`src/hw/rtl/jpei_pkg.sv`:
```
// jpei_pkg: request and status codes, queued command type and back-end states
// for the journal page extent index; no dependencies
`timescale 1ns / 1ps
`default_nettype none

package jpei_pkg;

    localparam logic [1:0] REQ_SET    = 2'd0;
    localparam logic [1:0] REQ_APPLY  = 2'd1;
    localparam logic [1:0] REQ_ERASE  = 2'd2;
    localparam logic [1:0] REQ_LOOKUP = 2'd3;

    localparam logic [1:0] ST_OK       = 2'd0;
    localparam logic [1:0] ST_REJECTED = 2'd1;
    localparam logic [1:0] ST_FULL     = 2'd2;
    localparam logic [1:0] ST_BAD      = 2'd3;

    typedef struct packed {
        logic [1:0]  req;
        logic [47:0] seq;
        logic [47:0] prev;
        logic [31:0] from;
        logic [15:0] span;
        logic [31:0] jpage;
        logic        rend;
        logic [32:0] to;
        logic        bad;
    } cmd_t;

    typedef enum logic [3:0] {
        S_IDLE,
        S_AP_COUNT,
        S_AP_CLEAR,
        S_AP_SPLIT,
        S_AP_INSERT,
        S_ER_SCAN,
        S_LK_SCAN,
        S_LK_ROUND,
        S_EMIT
    } state_t;

endpackage

`default_nettype wire

```
`src/hw/rtl/jpei_front.sv`:
```
// jpei_front: accepts request transactions, precomputes range end and range check,
// and queues them in a two-entry fifo; uses jpei_pkg
`timescale 1ns / 1ps
`default_nettype none

module jpei_front (
    input  wire logic           clk,
    input  wire logic           rst_n,
    input  wire logic           in_valid,
    output logic                in_ready,
    input  wire logic [1:0]     req_type,
    input  wire logic [47:0]    seq_num,
    input  wire logic [47:0]    prev_seq_num,
    input  wire logic [31:0]    page_start,
    input  wire logic [15:0]    page_span,
    input  wire logic [31:0]    journal_page,
    input  wire logic           record_end,
    output logic                q_valid,
    output jpei_pkg::cmd_t      q_cmd,
    input  wire logic           q_pop
);

    jpei_pkg::cmd_t fifo_reg [2];
    logic           wr_ptr_reg, wr_ptr_next;
    logic           rd_ptr_reg, rd_ptr_next;
    logic [1:0]     count_reg, count_next;
    jpei_pkg::cmd_t new_cmd;
    logic           push;

    always_comb
    begin
        new_cmd.req   = req_type;
        new_cmd.seq   = seq_num;
        new_cmd.prev  = prev_seq_num;
        new_cmd.from  = page_start;
        new_cmd.span  = page_span;
        new_cmd.jpage = journal_page;
        new_cmd.rend  = record_end;
        new_cmd.to    = {1'b0, page_start} + {17'd0, page_span};
        // end beyond the 2^32 page space
        new_cmd.bad   = new_cmd.to[32] && (new_cmd.to[31:0] != 32'd0);
    end

    assign in_ready = (count_reg != 2'd2);
    assign push     = in_valid && in_ready;
    assign q_valid  = (count_reg != 2'd0);
    assign q_cmd    = fifo_reg[rd_ptr_reg];

    always_comb
    begin
        wr_ptr_next = wr_ptr_reg ^ push;
        rd_ptr_next = rd_ptr_reg ^ q_pop;
        count_next  = count_reg + {1'b0, push} - {1'b0, q_pop};
    end

    always_ff @(posedge clk or negedge rst_n)
    begin
        if (!rst_n)
        begin
            wr_ptr_reg <= 1'b0;
            rd_ptr_reg <= 1'b0;
            count_reg  <= 2'd0;
        end
        else
        begin
            wr_ptr_reg <= wr_ptr_next;
            rd_ptr_reg <= rd_ptr_next;
            count_reg  <= count_next;
        end
    end

    always_ff @(posedge clk)
    begin
        if (push)
        begin
            fifo_reg[wr_ptr_reg] <= new_cmd;
        end
    end

endmodule

`default_nettype wire

```
`config.mk`:
```
export PLATFORM = sky130hd
export DESIGN_NAME = jpei_front
export DESIGN_NICKNAME = d
export VERILOG_FILES = /design/src/hw/rtl/jpei_pkg.sv /design/src/hw/rtl/jpei_front.sv
export SDC_FILE = /design/constraint.sdc
export NUM_CORES = 1
export LEC_CHECK = 0
export BUFFER_PORTS_ARGS = -buffer_cell sky130_fd_sc_hd__buf_2
export CAP_MARGIN = 20
export CELL_PAD_IN_SITES_DETAIL_PLACEMENT = 1
export CELL_PAD_IN_SITES_GLOBAL_PLACEMENT = 1
export CORE_ASPECT_RATIO = 1.4
export CORE_UTILIZATION = 25
export CTS_CLUSTER_SIZE = 12
export DETAILED_ROUTE_END_ITERATION = 6
export PLACE_DENSITY_LB_ADDON = 0.05
export SYNTH_ARGS = -nofsm -noshare
export SYNTH_HDL_FRONTEND = slang
export SYNTH_SLANG_ARGS = --single-unit
```
`constraint.sdc`:
```
create_clock -name clk -period 8.3 [get_ports clk]
set_input_delay 0.415 -clock clk [delete_from_list [all_inputs] [get_ports clk]]
set_output_delay 0.415 -clock clk [all_outputs]
set_load 0.05 [all_outputs]
```
## Word-level counts from Yosys, hierarchy flattened

Memories as Yosys holds them, arrays and structs flattened.
Index checks and enable logic that the tools add are counted.

| storage, ports and cells | value |
|---|---|
| bits in registers | 4 |
| bits in writable memories | 426 |
| output and inout port bits | 215 |
| logic and storage cells | 16 |
| memories kept | 1 |

Memory list:

| memory | words | bits a word | read ports | clocked after memory_dff | write ports | line | source |
|---|---|---|---|---|---|---|---|
| fifo_reg | 2 | 213 | 1 | 0 | 1 | jpei_front.sv:23 | `jpei_pkg::cmd_t fifo_reg [2];` |

| operators by class | value |
|---|---|
| $add $sub $neg | 3 |
| eq/ne operators | 1 |
| mux-type cells | 2 |
| bitwise logic cells | 2 |
| reduce and logical (&&, ||, !) cells | 4 |

Operator list:

| operator | number |
|---|---|
| $add A32 B16 Y33 | 1 |
| $reduce_bool A32 Y1 | 1 |
| $add A2 B1 Y2 | 1 |
| $logic_and A1 B1 Y1 | 2 |
| $mux W1 | 2 |
| $ne A2 B2 Y1 const B | 1 |
| $reduce_bool A2 Y1 | 1 |
| $sub A2 B1 Y2 | 1 |
| $xor A1 B1 Y1 | 2 |

## Depth between registers and ports, before layout

Gate-level depths: netlist of the first run.

| logic depth | value |
|---|---|
| depth in word-level cells | 4 |
| gate-level depth with buffers | 10 |
| gate-level depth less buffers | 10 |

## Least setup slack after synthesis of the first run

OpenSTA, ideal clock, no wires.

| path | value |
|---|---|
| path kind | flip-flop to flip-flop |
| start point | reg count_reg[0] |
| end point | mem fifo_reg[1][0] in the netlist's numbering (enable) |
| data arrival time | 5934 ps |
| setup slack | 1765 ps |
| stages on the path, launching flop included | 5 |
| period minus slack after synthesis | 6535 ps |
| cells stage by stage | dfrtp_1 nand2b_1 nand2_1 inv_1 ha_1 |

| on the way | value |
|---|---|
| longest elaborated chain between the ends | 4 |

Ends and longest elaborated chain:

| item | line | source |
|---|---|---|
| start, declared | jpei_front.sv:26 | `logic [1:0] count_reg, count_next;` |
| start signal, assigned | jpei_front.sv:68 | `count_reg <= count_next;` |
| $ne A2 B2 Y1 | jpei_front.sv:44 | `assign in_ready = (count_reg != 2'd2);` |
| net in_ready | jpei_front.sv:10 | `output logic in_ready,` |
| $logic_and A1 B1 Y1 | jpei_front.sv:45 | `assign push = in_valid && in_ready;` |
| $mux W1 | jpei_front.sv:74 | `if (push)` |
| $mux W1 (implied by the code) | jpei_front.sv:76 | `fifo_reg[wr_ptr_reg] <= new_cmd;` |
| end, declared | jpei_front.sv:23 |  |

The timed path passes the listed nets, and every way through them passes these cells.

==> impl_metrics.py, run 1 <==
metrics = {
    "critical_path": {
        "r2r_end": "fifo_reg[0][158]",
        "r2r_setup_slack_ps": 5430,
        "critPathCaptureType": "register",
        "rr_worst_depth": 5,
        "worstPathRequired_ps": 8620,
        "critPathLaunchType": "input pin",
        "cp.arrival_ps": 3940,
        "crit_type": "input pin to register",
        "cp-startpoint": "page_start[0]",
        "r2r-start": "count_reg[0]",
        "crit_path_max_fanout": 9,
    },
    "global_route": {
        "grt_pass1_vias": 11200,
        "grt_first_pass_wirelength_mm": 72.0,
        "track_usage_pct": 14.2,
        "overflow": 0,
        "antenna_found_initial": 3,
        "grt_max_degree": 137,
    },
    "timing": {
        "finalHoldViolations": 0,
        "slew_headroom_pct": 30.1,
        "finalClockSkew_ps": 16.6,
        "finalCritPeriodShare_pct": 43.6,
        "setup_viol": 0,
        "setup_tns_ps": 0,
        "period_minus_slack_ps": 3620,
        "worstMarginPinSlew_ps": 1050,
        "whs_ps": 51.6,
        "rsz0062_at_grt": "no",
        "fin_ws_ps": 4680,
        "clock.fmax_ghz": 0.276,
        "slew_violations": 0,
    },
    "synth": {
        "netlist_instances": 893,
        "ys_seq_elements": 430,
        "async_flop_share_pct": 0.930,
        "yosysUniqueCellTypes": 56,
        "synthFlopType": "edfxtp_1",
        "synth_nets": 1097,
        "synth_edf_count": 426,
        "yosysSeqAreaShare_pct": 76.2,
        "avgSynthCellArea_um2": 18.9,
        "syn-cell-area_mm2": 0.0169,
        "ys_warn_count": 0,
    },
    "power": {
        "power_density_mw_per_mm2": 388,
        "p_leak_nw": 8.44,
        "ir_drop_uv": 230,
    },
    "cts": {
        "cts_setup_buffers": 0,
        "cts_tree": "built",
        "clk_pin_slew_ps": 60,
        "cts_max_path_buffers": 3,
        "htree_levels": 2,
        "insertion_delay_ps": 590,
        "cts_made_buffers": 49,
        "cts-root-buf": "clkbuf_16",
        "clock-sinks": 430,
    },
    "detailed_routing": {
        "ant_nets": 0,
        "dr.first_iter.drc_count": 290,
        "wirelength_mm": 49.3,
        "drc": 0,
        "via_count": 10200,
        "avgViaCountPerCell": 4.31,
        "dr.pass1.iters": 4,
        "wire_per_inst_um": 20.8,
    },
    "worst_hold_path": {
        "holdCritPathClass": "input pin to register",
        "worstHoldPathCells": 1,
        "hold_end": "fifo_reg[0][79]",
        "hp-start": "page_span[12]",
    },
    "layout": {
        "final_common_cell": "edfxtp_1",
        "layout_common_cells": "426 x edfxtp_1, 397 x buf_2, 213 x mux2_2, 158 x dlygate4sd3_1, 51 x clkbuf_16",
        "area_growth_pct": 36.6,
        "nets": 1683,
        "largest_register_ffs": 426,
        "design_area_mm2": 0.0231,
        "drive_gt1_share_pct": 45.9,
        "diodes": 0,
    },
    "place": {
        "place_area_mm2": 0.0200,
        "gp_congestion": 0.716,
        "pre_cts_ws_ps": 4570,
        "port_buffers": 397,
        "dpl.hpwl_mm": 33.2,
    },
    "floorplan": {
        "io_pins": 398,
        "die_y_um": 310,
        "initial_utilization_pct": 25.3,
        "std_cell_rows": 112,
        "die_area_mm2": 0.0687,
        "design.core.area_mm2": 0.0668,
        "die_w_um": 222,
    },
    "flow_run": {
        "drv_cap": 0,
    },
    "status": {
        "status": "finished, final reports clean",
    },
}
area by class of cell:
class | count | area [um2]
clock buffers | 61 | 1310
well taps | 855 | 1070
fillers | 6976 | 43700
flip-flops and latches | 430 | 12900
multi-input cells | 425 | 3900
repair buffers | 563 | 3640
clock inverters | 30 | 248
inverters | 10 | 37.5
cell families (layout without fill, tap and decap cells):
group / Yosys count / in the layout / synth area share, %
AO/OA/AOI/OAI: 61 / 61 / 2.35
XOR/XNOR: 28 / 28 / 1.45
adder cells (fa/ha/maj): 21 / 21 / 1.60
buffers and inverters: 38 / 664 / 0.858
flip-flops: 430 / 430 / 76.2
multiplexers: 213 / 213 / 14.2
AND/OR/NAND/NOR: 102 / 102 / 3.34
layer usage:
metal	up-vias	share of wire [%]	global-route usage (%)
li1	4717	-	-
met1	5160	38	15.2
met2	268	53	26.4
met3	80	5.8	3.89
met4	4	3.1	5.31
met5	-	0.045	0
cell usage after synthesis, drive strengths merged (11+ instances only):
cell type	instances	share of area (%)
nand4	11	0.41
xnor2	16	0.83
xor2	12	0.62
nand2	20	0.44
clkbuf	27	0.61
nand3	11	0.33
nor2	18	0.40
edfxtp	426	76
o21ai	17	0.50
a21oi	16	0.47
mux2	213	14
ha	20	1.5
metrics by stage:
step                util [%]  std cells  total power [mW]
floorplan                  -        893              6.00
global placement        29.9       2125              6.92
detailed placement      29.9       2125              6.94
CTS                     34.6       2374              9.20
global route            34.6       2374              9.39
finish                  34.6       2374              8.97
where the power goes:
group | internal [mW] | switching [mW]
Sequential | 2.99 | 0.134
Combinational | 0.963 | 2.76
Clock | 1.24 | 0.881
critical path, stage by stage:
cell           delay, ps
dlygate4sd3_1        530
buf_2                130
ha_1                 230
fa_1                 430
a211oi_2             400
o21ai_1              230
a211oi_1             270
nor2_1               210
and3_1               240
o31a_1               240
nor4b_1              430
a31oi_1              180
how the worst max path moves through the flow:
stage	endpoint	slack (ps)
CTS	fifo_reg[0][0]	4680
floorplan	fifo_reg[1][0]	1760
detailed placement	fifo_reg[0][0]	4570
global route	fifo_reg[0][0]	4470
finish	fifo_reg[0][0]	4680
global placement	fifo_reg[0][0]	4640
repair_timing:
action | CTS | global route
endpoints found under the hold margin | 317 | 0
resized for setup | 0 | 0
hold buffers | 158 | 0
Power figures use the tool's default switching activity.
==> inputs of run 2 (changes only) <==
Settings changed: ABC_AREA set to 1.
Clock period 8.3 ns to 3.1 ns, I/O delays scaled along.
==> run 2 against run 1 <==
Final cell count grew 16%. First-iteration DRC count is 32% higher. Global-route usage grew 0.65 points. Sequential share of layout area decreased by 2.9 points. Flip-flop and latch count is the same. Sequential power increased to 2.7 times the previous value. Worst hold slack improved by 26 ps. Setup slack worse by 4200 ps. Design area is 5.5% higher. Largest cell class unchanged.
==> impl_metrics.py, run 2 <==
metrics = {
    "critical_path": {
        "path_cells": "buf_4 -> mux2_2 -> buf_2",
        "rr_worst_depth": 5,
        "worstPathRequired_ps": 2940,
        "crit_path_max_fanout": 28,
        "r2r-start": "count_reg[1]",
        "critPathCaptureType": "output port",
        "r2r_end": "fifo_reg[0][141]",
        "cp.arrival_ps": 2450,
        "crit_type": "register to output port",
        "max_stage_delay_ps": 770,
        "r2r_setup_slack_ps": 1130,
        "critPathLaunchType": "register",
        "slowest_stage": "dfrtp_4",
    },
    "floorplan": {
        "std_cell_rows": 115,
        "die_y_um": 317,
        "design.core.area_mm2": 0.0701,
        "io_pins": 398,
        "die_w_um": 227,
        "initial_utilization_pct": 25.2,
        "die_area_mm2": 0.0718,
    },
    "worst_hold_path": {
        "worstHoldPathCells": 5,
        "hold_end": "wr_ptr_reg",
        "holdCritPathClass": "input pin to register",
        "hp-start": "in_valid",
    },
    "synth": {
        "yosysMostFrequentCell": "edfxtp_1",
        "ys_seq_elements": 430,
        "synthFlopType": "edfxtp_1",
        "synth_edf_count": 426,
        "ys_top_cells_by_count": "426 x edfxtp_1, 213 x mux2_2, 207 x nand2_1",
        "avgSynthCellArea_um2": 15.4,
        "yosys.area.top_type": "edfxtp_1",
        "yosysSeqAreaShare_pct": 73.0,
        "syn-cell-area_mm2": 0.0177,
        "yosys.area.top_type_share_pct": 72.4,
        "synth_nets": 1354,
        "async_flop_share_pct": 0.930,
        "synth_area_leaders": "edfxtp_1 72%, mux2_2 14%, nand2_1 4.4%",
        "netlist_instances": 1150,
        "ys_warn_count": 0,
        "yosysUniqueCellTypes": 30,
    },
    "global_route": {
        "grt_max_degree": 43,
        "grt.met2_usage_pct": 27.7,
        "use_met3_pct": 3.22,
        "track_usage_pct": 14.8,
        "top_usage_layer": "met2",
        "grt_first_pass_wirelength_mm": 78.3,
        "antenna_found_initial": 2,
        "grt_pass1_vias": 12500,
        "overflow": 0,
        "grt_use_met1_pct": 16.5,
    },
    "detailed_routing": {
        "ant_nets": 0,
        "wirelength_mm": 53.7,
        "dr.pass1.iters": 4,
        "drc": 0,
        "via_count": 11400,
        "wire_per_inst_um": 19.5,
        "avgViaCountPerCell": 4.15,
        "dr.first_iter.drc_count": 384,
    },
    "power": {
        "p_comb_share_pct": 43.4,
        "p_leak_nw": 9.55,
        "switching_share_pct": 42.4,
        "share_clk_of_total_power_pct": 22.2,
        "total_power_mw": 24.1,
        "ir_drop_uv": 538,
        "power_density_mw_per_mm2": 989,
        "internal_power_mw": 13.9,
        "p_switching_mw": 10.2,
        "seqPwrFrac_pct": 34.4,
    },
    "cts": {
        "htree_levels": 2,
        "insertion_delay_ps": 580,
        "clock-sinks": 430,
        "clk_pin_slew_ps": 60,
        "cts-root-buf": "clkbuf_16",
        "cts_tree": "built",
        "ctsResizeCount": 0,
        "cts_made_buffers": 48,
        "cts_setup_buffers": 0,
        "cts_max_path_buffers": 3,
    },
    "timing": {
        "period_minus_slack_ps": 2610,
        "finalClockSkew_ps": 5.21,
        "worstMarginPinSlew_ps": 585,
        "rsz0062_at_grt": "no",
        "clock.fmax_ghz": 0.383,
        "finalHoldViolations": 0,
        "slew_headroom_pct": 61.0,
        "whs_ps": 77.1,
        "setup_tns_ps": 0,
        "slew_violations": 0,
        "fin_ws_ps": 491,
        "finalCritPeriodShare_pct": 84.2,
        "setup_viol": 0,
    },
    "layout": {
        "area_growth_pct": 38.0,
        "fillCellCount": 7482,
        "drive_gt1_share_pct": 40.3,
        "final_core_util_pct": 34.8,
        "layout_common_cells": "426 x edfxtp_1, 397 x buf_2, 213 x mux2_2, 207 x nand2_1, 182 x dlygate4sd3_1",
        "nets": 1980,
        "final_common_cell": "edfxtp_1",
        "largest_register_ffs": 426,
    },
    "flow_run": {
        "drv_cap": 0,
    },
    "place": {
        "gp_congestion": 0.740,
        "port_buffers": 397,
        "dpl.hpwl_mm": 39.3,
        "pre_cts_ws_ps": 408,
    },
    "status": {
        "status": "finished, final reports clean",
    },
}
==> run 2: cell count changes in the layout (fill, tap and decap cells not counted), moves of 9 or more <==
| cell | delta |
|---|---|
| nand2_1 | +187 |
| o21ai_0 | -14 |
| a21oi_1 | -12 |
| dlygate4sd3_1 | +24 |
| nand2_2 | +9 |
| xnor2_1 | -13 |
| nor2_1 | +15 |
| buf_12 | +15 |
| nor2_2 | +10 |
| nand3_1 | +25 |
| xor2_1 | -9 |
| inv_1 | +107 |
==> run 2: worst max-delay path: cells and delay by family, from the launching register on <==
family                 cells  cell delay [ps]
buffers and inverters      2              660
DFF                        1              770
muxes                      1              390
==> run 2: worst max-delay path by stage <==
stage,from,endpoint
6_report,rd_ptr_reg,q_cmd[28]
5_1_grt,page_start[0],fifo_reg[0][0]
4_1_cts,rd_ptr_reg,q_cmd[19]
3_5_place_dp,page_start[0],fifo_reg[1][0]
3_3_place_gp,page_start[0],fifo_reg[0][0]
2_1_floorplan,count_reg[1],fifo_reg[1][0]
==> run 2: layout make-up <==
class,count,area [um2],share of cell area [%]
Sequential cell,430,12900,52.9
Multi-Input combinational cell,575,4230,17.4
Inverter,120,450,1.85
Clock inverter,22,165,0.677
Timing Repair Buffer,601,4170,17.1
Antenna cell,1,2.50,0.0103
Clock buffer,65,1290,5.28
Tap cell,936,1170,4.80
==> run 2: cells by family after synthesis <==
logic type / after synthesis / synth area share [%]
buffers and inverters: 145 / 3.22
muxes: 213 / 13.6
DFF: 430 / 73.0
AOI/OAI and AO/OA: 7 / 0.234
and+or+nand+nor: 328 / 8.18
xor gates and xnor gates: 6 / 0.297
adders and majority gates: 21 / 1.53
==> run 2: per-layer routing <==
layer / up-vias / wire (um)
li1: 5371 / -
met1: 5661 / 20800
met2: 290 / 28600
met3: 77 / 2800
met4: 2 / 1430
met5: - / 8
==> run 2: what timing repair did <==
action | in CTS | in global routing
hold endpoints to repair | 375 | 0
hold buffers | 182 | 0
endpoints found under the setup margin | 0 | 0
==> run 2: power by group through the flow <==
| stage | Sequential [mW] | Combinational, mW | Clock [mW] |
|---|---|---|---|
| final | 8.29 | 10.5 | 5.37 |
| after CTS | 8.31 | 10.7 | 5.61 |
| after global routing | 8.43 | 11.0 | 5.79 |
| after global placement | 8.38 | 10.5 | 0 |
| after detailed placement | 8.44 | 10.5 | 0 |
| after floorplan | 8.40 | 7.54 | 0 |
==> run 2: metrics by stage <==
step	instances	cell area (um2)
6_report	2750	24400
3_5_place_dp	2480	21100
2_1_floorplan	1150	17700
5_1_grt	2750	24400
3_3_place_gp	2480	21100
4_1_cts	2749	24400
==> inputs of run 3 (changes only) <==
Settings changed: ABC_AREA 1 to 0.
Clock period 3.1 ns to 2.6 ns, I/O delays scaled along.
==> run 3 against run 2 <==
Register-to-register slack got worse by 380 ps. Global-route usage decreased by 0.38 points. Setup slack got worse by 380 ps. Non-clock buffer count increased by 105. Critical path depth increased by 8. Clock skew increased by 9.1 ps. Die area decreased by 4.2%. Utilization increased by 1.6 points. Final cell count decreased by 8.7%. Clock power increased by 18%. Count of clock-buffer cells in the layout decreased by 5. Critical path type is now input pin to register. Largest cell class unchanged.
==> impl_metrics.py, run 3 (synthesis gave the netlist of run 1 again) <==
metrics = {
    "detailed_routing": {
        "wire_per_inst_um": 20.0,
        "ant_nets": 0,
        "avgViaCountPerCell": 4.25,
        "drc": 0,
        "via_count": 10700,
        "dr.pass1.iters": 4,
        "wirelength_mm": 50.2,
        "dr.first_iter.drc_count": 351,
    },
    "global_route": {
        "grt_pass1_vias": 11800,
        "track_usage_pct": 14.5,
        "grt_max_degree": 73,
        "overflow": 0,
        "antenna_found_initial": 4,
        "grt_first_pass_wirelength_mm": 74.1,
    },
    "layout": {
        "regArea_mm2": 0.0129,
        "nets": 1825,
        "layout_common_cells": "426 x edfxtp_1, 397 x buf_2, 213 x mux2_2, 184 x dlygate4sd3_1, 113 x buf_4",
        "drive_gt1_share_pct": 49.6,
        "final_common_cell": "edfxtp_1",
        "largest_register_ffs": 426,
        "area_growth_pct": 43.8,
        "multi_input_area_mm2": 0.00397,
        "fillCellCount": 6890,
    },
    "floorplan": {
        "design.core.area_mm2": 0.0668,
        "io_pins": 398,
        "die_y_um": 310,
        "die_w_um": 222,
        "initial_utilization_pct": 25.3,
        "std_cell_rows": 112,
        "die_area_mm2": 0.0687,
    },
    "critical_path": {
        "max_stage_delay_ps": 550,
        "cp-startpoint": "page_start[6]",
        "crit_path_max_fanout": 3,
        "worstPathRequired_ps": 2900,
        "crit_type": "input pin to register",
        "cp.arrival_ps": 2790,
        "critPathCaptureType": "register",
        "r2r-start": "count_reg[0]",
        "slowest_stage": "or4b_1",
        "critPathLaunchType": "input pin",
        "path_cells": "buf_2 -> ha_1 -> a2111oi_0 -> o21ai_1 -> buf_4 -> nand3_1 -> a211oi_1 -> xor2_1 -> or4b_1 -> nor4_2 -> a31oi_1",
    },
    "flow_run": {
        "drv_cap": 0,
    },
    "cts": {
        "cts_made_buffers": 48,
        "htree_levels": 2,
        "clock-sinks": 430,
        "cts_max_path_buffers": 3,
        "clk_pin_slew_ps": 60,
        "cts-root-buf": "clkbuf_16",
        "insertion_delay_ps": 570,
        "cts_tree": "built",
    },
    "worst_hold_path": {
        "hp-start": "page_span[1]",
        "holdCritPathClass": "input pin to register",
    },
    "timing": {
        "finalHoldViolations": 0,
        "setup_viol": 0,
        "slew_violations": 0,
        "setup_tns_ps": 0,
        "clock.fmax_ghz": 0.401,
        "rsz0062_at_grt": "no",
        "finalCritPeriodShare_pct": 95.9,
        "period_minus_slack_ps": 2490,
        "finalClockSkew_ps": 14.3,
        "slew_headroom_pct": 64.0,
        "worstMarginPinSlew_ps": 540,
    },
    "power": {
        "total_power_mw": 28.8,
        "p_leak_nw": 9.12,
        "ir_drop_uv": 541,
        "power_density_mw_per_mm2": 1180,
    },
    "status": {
        "status": "finished, final reports clean",
    },
    "place": {
        "port_buffers": 397,
        "dpl.hpwl_mm": 35.0,
        "gp_congestion": 0.741,
    },
}
-- run 3: stage by stage --
step	setup WS [ps]	cells	util (%)	hold WS (ps)	area, um2
final	106	2511	36.4	120	24300
after global routing	2.02	2510	36.4	116	24300
after CTS	10.2	2509	36.3	75.8	24300
after detailed placement	-586	2241	31.4	-53.0	21000
after global placement	-539	2241	31.4	-57.9	21000
after floorplan	-152	893	-	-166	17000
-- run 3: power breakdown --
group | switching (mW) | total, mW | leakage [nW] | internal, mW
Clock | 2.72 | 6.35 | 0.698 | 3.63
Sequential | 0.395 | 9.90 | 4.00 | 9.50
Combinational | 8.95 | 12.5 | 4.42 | 3.55
Total | 12.1 | 28.8 | 9.12 | 16.7
-- run 3: path summary, 6_finish.rpt --
check	to	slack, ps	depth (start not counted)
worst max-delay path	fifo_reg[1][0]	110	11
worst min-delay path	fifo_reg[0][2]	120	3
worst max register to register	fifo_reg[1][124]	750	5
worst min register to register	count_reg[1]	550	1
max in group asynchronous	rd_ptr_reg	1890	3
min in group asynchronous	rd_ptr_reg	500	3
-- run 3: layout make-up --
class | instances | area share, %
clock buffers | 60 | 5.21
well taps | 855 | 4.40
flip-flops and latches | 430 | 53.0
multi-input cells | 425 | 16.3
clock inverters | 23 | 0.694
diodes | 2 | 0.0206
inverters | 10 | 0.154
repair buffers | 706 | 20.2
-- run 3: what timing repair did --
item / 4_1_cts / 5_1_grt
endpoints found under the hold margin: 370 / 0
pin swaps: 0 / 2
buffers inserted: 1 / 0
hold buffers: 184 / 0
gates resized for setup: 0 / 9
endpoints found under the setup margin: 139 / 2
-- run 3: layer usage --
| metal | GRT usage [%] | part of all wire, % | vias to the layer above |
|---|---|---|---|
| li1 | - | - | 5000 |
| met1 | 15.6 | 38 | 5338 |
| met2 | 27.5 | 55 | 268 |
| met3 | 3.70 | 5.4 | 67 |
| met4 | 4.47 | 2.4 | 4 |
| met5 | 0 | 0.032 | - |
-- run 3: worst max-delay path, delay by kind of cell --
kind            cells  cell delay (ps)
compound gates      4              970
simple gates        3              880
buf+inv             2              310
xor+xnor            1              160
fa+ha+maj           1              330
